--- src/assert_macros.svh ---
// Assertion macros used by the top level of the priority message queue.
`ifndef ASSERT_MACROS_SVH
`define ASSERT_MACROS_SVH

// Property that must hold at every clock edge out of reset.
`define PMQ_ASSERT(lbl, expr) \
    lbl: assert property (@(posedge aclk) disable iff (!aresetn) (expr)) \
        else $error("pmq assertion failed");

// Same-cycle implication.
`define PMQ_ASSERT_IMP(lbl, ante, cons) \
    lbl: assert property (@(posedge aclk) disable iff (!aresetn) (ante) |-> (cons)) \
        else $error("pmq implication failed");

// Next-cycle implication.
`define PMQ_ASSERT_NXT(lbl, ante, cons) \
    lbl: assert property (@(posedge aclk) disable iff (!aresetn) (ante) |=> (cons)) \
        else $error("pmq next-cycle implication failed");

`endif

--- src/pmq_pkg.sv ---
// Types and constants of the priority message queue.
`timescale 1ns / 1ps

package pmq_pkg;

    localparam int QUEUE_DEPTH_DEF = 16;

    localparam int PRIO_W    = 15;
    localparam int PAYLOAD_W = 32;
    localparam int LEN_W     = 16;
    localparam int MAXMSG_W  = 5;
    localparam int QCOUNT_W  = 5;

    // opcodes
    localparam logic OP_SEND = 1'b0;
    localparam logic OP_RECV = 1'b1;

    // register indexes (byte address = 4 * index)
    localparam logic [1:0] REG_MAX_MESSAGES = 2'd0;
    localparam logic [1:0] REG_MAX_MSG_SIZE = 2'd1;
    localparam logic [1:0] REG_NONBLOCKING  = 2'd2;

    localparam logic [MAXMSG_W-1:0] MAX_MESSAGES_RST = 5'd16;
    localparam logic [LEN_W-1:0]    MAX_MSG_SIZE_RST = 16'd8192;
    localparam logic                NONBLOCKING_RST  = 1'b0;

    typedef enum logic [1:0] {
        ST_OK    = 2'd0,
        ST_SIZE  = 2'd1,
        ST_BLOCK = 2'd2,
        ST_AGAIN = 2'd3
    } status_t;

    typedef struct packed {
        logic [PRIO_W-1:0]    prio;
        logic [PAYLOAD_W-1:0] payload;
        logic [LEN_W-1:0]     length;
    } entry_t;

    // broadcast to every cell; at most one is set
    typedef struct packed {
        logic insert;
        logic remove;
    } cell_cmd_t;

    typedef struct packed {
        logic [MAXMSG_W-1:0] max_messages;
        logic [LEN_W-1:0]    max_msg_size;
        logic                nonblocking;
    } cfg_t;

endpackage

--- src/pmq_cell.sv ---
// One slot of the sorted shift chain: holds an entry, shifts or loads on command.
`timescale 1ns / 1ps

module pmq_cell (
    input  logic              aclk,
    input  pmq_pkg::cell_cmd_t cmd,
    input  logic              occupied,     // slot index < held count
    input  pmq_pkg::entry_t   new_entry,    // entry being sent
    input  logic              left_keep,    // neighbor toward head keeps its entry
    input  pmq_pkg::entry_t   left_entry,
    input  pmq_pkg::entry_t   right_entry,
    output pmq_pkg::entry_t   entry,
    output logic              keep
);

    pmq_pkg::entry_t entry_reg;
    pmq_pkg::entry_t entry_next;

    // ties stay ahead of the new entry, so equal priorities leave in order
    assign keep  = occupied && (entry_reg.prio >= new_entry.prio);
    assign entry = entry_reg;

    always_comb begin
        entry_next = entry_reg;
        if (cmd.insert) begin
            if (!keep) begin
                entry_next = left_keep ? new_entry : left_entry;
            end
        end else if (cmd.remove) begin
            entry_next = right_entry;
        end
    end

    always_ff @(posedge aclk) begin
        entry_reg <= entry_next;
    end

endmodule

--- src/pmq_ctrl.sv ---
// Status decision and held-count register of the priority message queue.
`timescale 1ns / 1ps

module pmq_ctrl #(
    parameter int QUEUE_DEPTH = pmq_pkg::QUEUE_DEPTH_DEF,
    localparam int CNT_W = $clog2(QUEUE_DEPTH + 1)
) (
    input  logic                       aclk,
    input  logic                       aresetn,
    input  logic                       accept,
    input  logic                       opcode,
    input  logic [pmq_pkg::LEN_W-1:0]  msg_length,
    input  logic [pmq_pkg::LEN_W-1:0]  buffer_length,
    input  pmq_pkg::cfg_t              cfg,
    output pmq_pkg::cell_cmd_t         cmd,
    output pmq_pkg::status_t           status,
    output logic [CNT_W-1:0]           count,
    output logic [CNT_W-1:0]           count_after
);

    localparam int CMP_W = (CNT_W > pmq_pkg::MAXMSG_W) ? CNT_W : pmq_pkg::MAXMSG_W;

    logic [CNT_W-1:0] count_reg;
    logic [CNT_W-1:0] count_next;
    logic             full;
    logic             empty;
    pmq_pkg::status_t busy;

    assign full  = (count_reg == CNT_W'(QUEUE_DEPTH)) ||
                   (CMP_W'(count_reg) >= CMP_W'(cfg.max_messages));
    assign empty = (count_reg == '0);
    assign busy  = cfg.nonblocking ? pmq_pkg::ST_AGAIN : pmq_pkg::ST_BLOCK;

    always_comb begin
        status     = pmq_pkg::ST_OK;
        cmd        = '0;
        count_next = count_reg;
        case (opcode)
            pmq_pkg::OP_SEND: begin
                if (msg_length > cfg.max_msg_size) begin
                    status = pmq_pkg::ST_SIZE;
                end else if (full) begin
                    status = busy;
                end else begin
                    cmd.insert = accept;
                    count_next = count_reg + 1'b1;
                end
            end
            pmq_pkg::OP_RECV: begin
                if (buffer_length < cfg.max_msg_size) begin
                    status = pmq_pkg::ST_SIZE;
                end else if (empty) begin
                    status = busy;
                end else begin
                    cmd.remove = accept;
                    count_next = count_reg - 1'b1;
                end
            end
            default: begin
                status = pmq_pkg::ST_OK;
            end
        endcase
    end

    assign count       = count_reg;
    assign count_after = count_next;

    always_ff @(posedge aclk) begin
        if (!aresetn) begin
            count_reg <= '0;
        end else if (accept) begin
            count_reg <= count_next;
        end
    end

endmodule

--- src/priority_message_queue.sv ---
// Top level of the priority message queue: config port, cell chain, result register.
// A result appears on the m_ side in the cycle after its item is accepted.
// Throughput: 1 item per cycle while s_tready is high; every cell updates in parallel in that cycle.
// s_tready drops only while a registered result is held by m_tready low.
// Reset (aresetn, synchronous, active low) empties the queue, restores the
// registers to their defaults and drops m_tvalid; slot contents are not cleared.
`timescale 1ns / 1ps
`include "assert_macros.svh"

module priority_message_queue #(
    parameter int QUEUE_DEPTH = pmq_pkg::QUEUE_DEPTH_DEF
) (
    input  logic        aclk,
    input  logic        aresetn,

    // input items
    input  logic        s_tvalid,
    output logic        s_tready,
    input  logic [79:0] s_tdata,   // priority_req[14:0], payload[46:15],
                                   // msg_length[62:47], buffer_length[78:63], 0
    input  logic        s_tuser,   // opcode

    // result items
    output logic        m_tvalid,
    input  logic        m_tready,
    output logic [71:0] m_tdata,   // out_payload[31:0], out_length[47:32],
                                   // out_priority[62:48], queue_count[67:63], 0
    output logic [1:0]  m_tuser,   // status

    // configuration
    input  logic        psel,
    input  logic        penable,
    input  logic        pwrite,
    input  logic [3:0]  paddr,
    input  logic [31:0] pwdata,
    output logic [31:0] prdata,
    output logic        pready
);

    localparam int CNT_W = $clog2(QUEUE_DEPTH + 1);
    localparam int CMP_W = (CNT_W > pmq_pkg::QCOUNT_W) ? CNT_W : pmq_pkg::QCOUNT_W;

    // ---------------- configuration registers ----------------
    pmq_pkg::cfg_t cfg_reg;
    logic          cfg_wr;

    assign pready = 1'b1;
    assign cfg_wr = psel && penable && pwrite && pready;

    always_ff @(posedge aclk) begin
        if (!aresetn) begin
            cfg_reg.max_messages <= pmq_pkg::MAX_MESSAGES_RST;
            cfg_reg.max_msg_size <= pmq_pkg::MAX_MSG_SIZE_RST;
            cfg_reg.nonblocking  <= pmq_pkg::NONBLOCKING_RST;
        end else if (cfg_wr) begin
            case (paddr[3:2])
                pmq_pkg::REG_MAX_MESSAGES:
                    cfg_reg.max_messages <= pwdata[pmq_pkg::MAXMSG_W-1:0];
                pmq_pkg::REG_MAX_MSG_SIZE:
                    cfg_reg.max_msg_size <= pwdata[pmq_pkg::LEN_W-1:0];
                pmq_pkg::REG_NONBLOCKING:
                    cfg_reg.nonblocking  <= pwdata[0];
                default: ;  // unmapped address, write ignored
            endcase
        end
    end

    always_comb begin
        case (paddr[3:2])
            pmq_pkg::REG_MAX_MESSAGES: prdata = 32'(cfg_reg.max_messages);
            pmq_pkg::REG_MAX_MSG_SIZE: prdata = 32'(cfg_reg.max_msg_size);
            pmq_pkg::REG_NONBLOCKING:  prdata = 32'(cfg_reg.nonblocking);
            default:                   prdata = '0;
        endcase
    end

    // ---------------- input unpacking ----------------
    logic                        s_accept;
    logic                        opcode;
    pmq_pkg::entry_t             new_entry;
    logic [pmq_pkg::LEN_W-1:0]   buffer_length;

    assign opcode            = s_tuser;
    assign new_entry.prio    = s_tdata[14:0];
    assign new_entry.payload = s_tdata[46:15];
    assign new_entry.length  = s_tdata[62:47];
    assign buffer_length     = s_tdata[78:63];

    // output register frees whenever its result is taken
    logic m_valid_reg;
    assign s_tready = !m_valid_reg || m_tready;
    assign s_accept = s_tvalid && s_tready;

    // ---------------- control ----------------
    pmq_pkg::cell_cmd_t cmd;
    pmq_pkg::status_t   status;
    logic [CNT_W-1:0]   count;
    logic [CNT_W-1:0]   count_after;

    pmq_ctrl #(
        .QUEUE_DEPTH (QUEUE_DEPTH)
    ) u_ctrl (
        .aclk          (aclk),
        .aresetn       (aresetn),
        .accept        (s_accept),
        .opcode        (opcode),
        .msg_length    (new_entry.length),
        .buffer_length (buffer_length),
        .cfg           (cfg_reg),
        .cmd           (cmd),
        .status        (status),
        .count         (count),
        .count_after   (count_after)
    );

    // ---------------- cell chain, slot 0 is the head ----------------
    // On send each cell compares its own priority with the new one; the keep
    // flags form a prefix, the first non-keeping cell loads the new entry and
    // the cells behind it take their left neighbor's entry. On receive every
    // cell takes its right neighbor's entry, and the tail cell keeps its own.
    pmq_pkg::entry_t cell_entry [QUEUE_DEPTH];
    logic [QUEUE_DEPTH-1:0] cell_keep;

    for (genvar i = 0; i < QUEUE_DEPTH; i++) begin : g_cell
        pmq_pkg::entry_t left_entry;
        pmq_pkg::entry_t right_entry;
        logic            left_keep;
        logic            occupied;

        if (i == 0) begin : g_head
            assign left_entry = new_entry;
            assign left_keep  = 1'b1;
        end else begin : g_body
            assign left_entry = cell_entry[i-1];
            assign left_keep  = cell_keep[i-1];
        end

        if (i == QUEUE_DEPTH - 1) begin : g_tail
            assign right_entry = cell_entry[i];
        end else begin : g_mid
            assign right_entry = cell_entry[i+1];
        end

        assign occupied = (CNT_W'(i) < count);

        pmq_cell u_cell (
            .aclk        (aclk),
            .cmd         (cmd),
            .occupied    (occupied),
            .new_entry   (new_entry),
            .left_keep   (left_keep),
            .left_entry  (left_entry),
            .right_entry (right_entry),
            .entry       (cell_entry[i]),
            .keep        (cell_keep[i])
        );
    end

    // ---------------- result register ----------------
    pmq_pkg::entry_t  res_entry;
    logic [CMP_W-1:0] count_ext;
    logic [71:0]      m_data_reg;
    logic [1:0]       m_user_reg;

    // returned fields are zero unless a receive succeeds
    assign res_entry = (opcode == pmq_pkg::OP_RECV && status == pmq_pkg::ST_OK)
                       ? cell_entry[0] : '0;
    assign count_ext = CMP_W'(count_after);

    always_ff @(posedge aclk) begin
        if (!aresetn) begin
            m_valid_reg <= 1'b0;
        end else if (s_accept) begin
            m_valid_reg <= 1'b1;
        end else if (m_tready) begin
            m_valid_reg <= 1'b0;
        end
    end

    always_ff @(posedge aclk) begin
        if (s_accept) begin
            m_data_reg <= {4'd0, count_ext[pmq_pkg::QCOUNT_W-1:0], res_entry.prio,
                           res_entry.length, res_entry.payload};
            m_user_reg <= status;
        end
    end

    assign m_tvalid = m_valid_reg;
    assign m_tdata  = m_data_reg;
    assign m_tuser  = m_user_reg;

    // ---------------- assertions ----------------
    `PMQ_ASSERT(a_count_bound, count <= CNT_W'(QUEUE_DEPTH))
    `PMQ_ASSERT_NXT(a_count_hold, !s_accept, $stable(count))
    `PMQ_ASSERT_IMP(a_head_sorted, count >= CNT_W'(2), cell_entry[0].prio >= cell_entry[1].prio)
    `PMQ_ASSERT_IMP(a_fail_zero, m_tvalid && m_tuser != pmq_pkg::ST_OK, m_tdata[62:0] == 63'd0)

endmodule

--- config.mk ---
export PLATFORM = sky130hd
export DESIGN_NAME = priority_message_queue
export DESIGN_NICKNAME = d
export VERILOG_FILES = /design/src/pmq_pkg.sv /design/src/pmq_cell.sv /design/src/pmq_ctrl.sv /design/src/priority_message_queue.sv
export VERILOG_INCLUDE_DIRS = /design/src /design/src/src
export SDC_FILE = /design/constraint.sdc
export NUM_CORES = 2
export LEC_CHECK = 0
export ABC_CLOCK_PERIOD_IN_PS = 25300
export BUFFER_PORTS_ARGS = -buffer_cell sky130_fd_sc_hd__buf_2
export CORE_MARGIN = 2
export CORE_UTILIZATION = 30
export CTS_BUF_LIST = sky130_fd_sc_hd__clkbuf_4 sky130_fd_sc_hd__clkbuf_8
export CTS_CLUSTER_DIAMETER = 200
export DETAILED_ROUTE_END_ITERATION = 16
export GPL_ROUTABILITY_DRIVEN = 0
export PLACE_DENSITY = 0.52
export SLEW_MARGIN = 20
export SYNTH_ARGS = -nofsm -noshare
export SYNTH_HDL_FRONTEND = slang
export SYNTH_SLANG_ARGS = --single-unit
--- constraint.sdc ---
create_clock -name aclk -period 25.3 [get_ports aclk]
set_input_delay 5.06 -clock aclk [delete_from_list [all_inputs] [get_ports aclk]]
set_output_delay 5.06 -clock aclk [all_outputs]
set_load 0.05 [all_outputs]
==> results.md <==
- DIE AREA: about 210000 sq um
- Post-synthesis cell count: 5374
- Total power: 4430 uW
- YS warnings: 0
- # rows: between 150 and 200
- Total core area: a little over 200000 sq um
- Grt total ovfl: 0
- Worst r2r src: cfg_reg[15]
- WS Path Type: primary input to primary output
- Clk buf depth: 3
- Pin count of the biggest net entering global routing: 208
- Initial Utilization: 0.302
- HPWL Detailed: 105 mm
- Via-to-Cell Ratio: between 5 and 6
- Slew Limit Fails: 0
- Drt wl/cell: approximately 21 um
- Reg2Reg Depth: 13
- Minimum clock period: 11300 ps
- CTS tree: yes
- Setup violators final: 0
- HP Class: flop to flop
- Worst R2R Setup Slack: between 15000 and 20000 ps
- Worst setup path startpoint: paddr[2]
- Crit. End Element: primary output
- Htree depth: 4
- Non-filler cells, final: approximately 8300
- IO Port Bufs: between 150 and 200
- Worst-path fanout max: 12
- Post-synthesis register bit count: about 1100
- PostCTS Resize Cnt: 0
- Ports: about 230
- Die span in y: around 450 um
- Worst slew pin tran: 1200 ps
- Post-route ant nets: 0
- Number of distinct library cells after synthesis: 71
- Max Cap Viol: 0
- Most common cell after layout, fill and taps aside: edfxtp_1
- Post-route DRC: 0
- Average size of a mapped cell: approximately 11 sq um
- Post-synth ARST share: 0
- Cells on Worst Hold Path: 2
- Number of flip-flops in the largest register: 1008
- GR Util All Layers: 0.163
- Worst-Skew Late Latency: 950 ps
- Status: complete, no violations
- Power Density: about 65 nW/um^2
- Final TNS setup: 0 ps
- Crit path DAT: around 6200 ps
- CTS Sinks: 1106
- Cts bufs inserted: about 200
- Fmax: slightly below 90 MHz
- Worst rel slew slack: 0.202
- Seq/Total Area, Yosys: 0.541
- Mapped Area: ~60000 sq um
- Vias in the first global route: between 40000 and 50000
- Max Clock Skew: around 50 ps
- Fin. Hold Viols: 0
- Final net count: roughly 5800
- Global-route wire length before repair: 259 mm
- Worst hold slack: between 400 and 500 ps
- CP Launch Type: primary input
- Ys flop type: edfxtp_1
- Area growth from synthesis to layout: 11.5%
- Worst-path clk slew: about 60 ps
- DP Cell Count: slightly below 8000
- DR vias: 42667
- VDD IR-drop max: ~53 uV
- P_leak: between 0.02 and 0.03 uW
- Post-synth EDFFs: between 1000 and 1500
- Root Driver: clkbuf_8
- Initial drt markers: a little over 3000
- DRT Pass-1 Iters: 7
- RSZ-0062 raised after global routing: false
- Aggregate routed wire length: around 170 mm
- Ratio of cells with drive above 1 in the final layout: 0.139
- Worst path required time: 20240 ps
- Post-cts hold buffer count: 0
- Period utilization: 0.447
- Most frequent cells in the layout: edfxtp_1, nor2_1, a21oi_1
- Die X: between 400 and 500 um
- Initial antenna violation count: 33
- Hold Crit Start: cfg_reg[3]
- Setup bufs post-CTS: 0
-- power by group --
group          total, uW  internal [uW]  switching, uW  leakage (uW)
sequential          2190           2140           52.4        0.0101
combinational        562            176            386        0.0129
clock               1670            882            791       0.00203
-- synth_stat cells, drive strengths merged (4+ instances only) --
cell	n	share of area
nor2b	20	0.0021
and4	6	0.00086
o21bai	7	0.00086
a221oi	4	0.00058
and2	74	0.0076
a211oi	9	0.0012
ha	279	0.057
nand4	25	0.0026
a31oi	72	0.0074
o31a	4	0.00060
mux2	125	0.023
dfxtp	28	0.0092
a211o	4	0.00058
o21ai	112	0.0092
a21oi	904	0.075
mux2i	832	0.14
nor2	920	0.057
nand2b	17	0.0017
nand2	98	0.0060
a21o	65	0.0080
edfxtp	1078	0.53
or3	4	0.00041
inv	57	0.0035
o21a	8	0.00099
a41oi	5	0.00072
a2111oi	8	0.0012
a221o	5	0.00082
o211ai	7	0.00086
a21boi	17	0.0021
clkbuf	183	0.013
buf	264	0.024
and3	6	0.00064
nor3	8	0.00066
nand3	78	0.0064
-- per-stage QoR --
| stage | utilization | instance area [sq um] | setup slack [ps] |
|---|---|---|---|
| 6_report | 0.336 | 67900 | 14000 |
| 5_1_grt | 0.336 | 67900 | 13860 |
| 4_1_cts | 0.336 | 67900 | 13990 |
| 3_5_place_dp | 0.317 | 64000 | 13900 |
| 3_3_place_gp | 0.317 | 64000 | 13940 |
| 2_1_floorplan | - | 61000 | 12660 |
-- critical path, stage by stage --
cell     delay, ps
buf_2          220
nor2b_1        490
and2_1         200
buf_2          260
-- layout make-up --
cell class	count	area (sq um)
clock buffer	283	3390
tap	2672	3340
sequential	1106	32900
inverter	58	220
multi-input combinational	3781	25900
antenna	6	15.0
timing repair buffer	279	1680
clock inverter	76	438
fill	20289	134000
-- layer usage --
metal | vias to the layer above | share of wire | track usage
met2 | 1096 | 0.46 | 0.263
met1 | 21330 | 0.47 | 0.227
met4 | 12 | 0.020 | 0.0385
met3 | 267 | 0.054 | 0.0280
met5 | - | 0.00039 | 0
li1 | 19962 | - | -
-- logic make-up (layout without fill, tap and decap cells) --
group	count (synthesis)	count (layout)	share of synthesized area
multiplexers	957	957	0.160
XOR/XNOR	1	1	0.000144
buffers and inverters	506	696	0.0413
AND/OR/NAND/NOR	1266	1266	0.0870
flip-flops	1106	1106	0.541
AO/OA/AOI/OAI	1257	1257	0.114
other	2	27	0.000123
adder cells (fa/ha/maj)	279	279	0.0573
-- worst paths after layout --
| path | to |
|---|---|
| min | cfg_reg[3] |
| max | prdata[11] |
| max reg2reg | g_cell[0].u_cell.entry[35] |
| min reg2reg | cfg_reg[3] |
No activity file was read; power rests on OpenSTA's default activity.
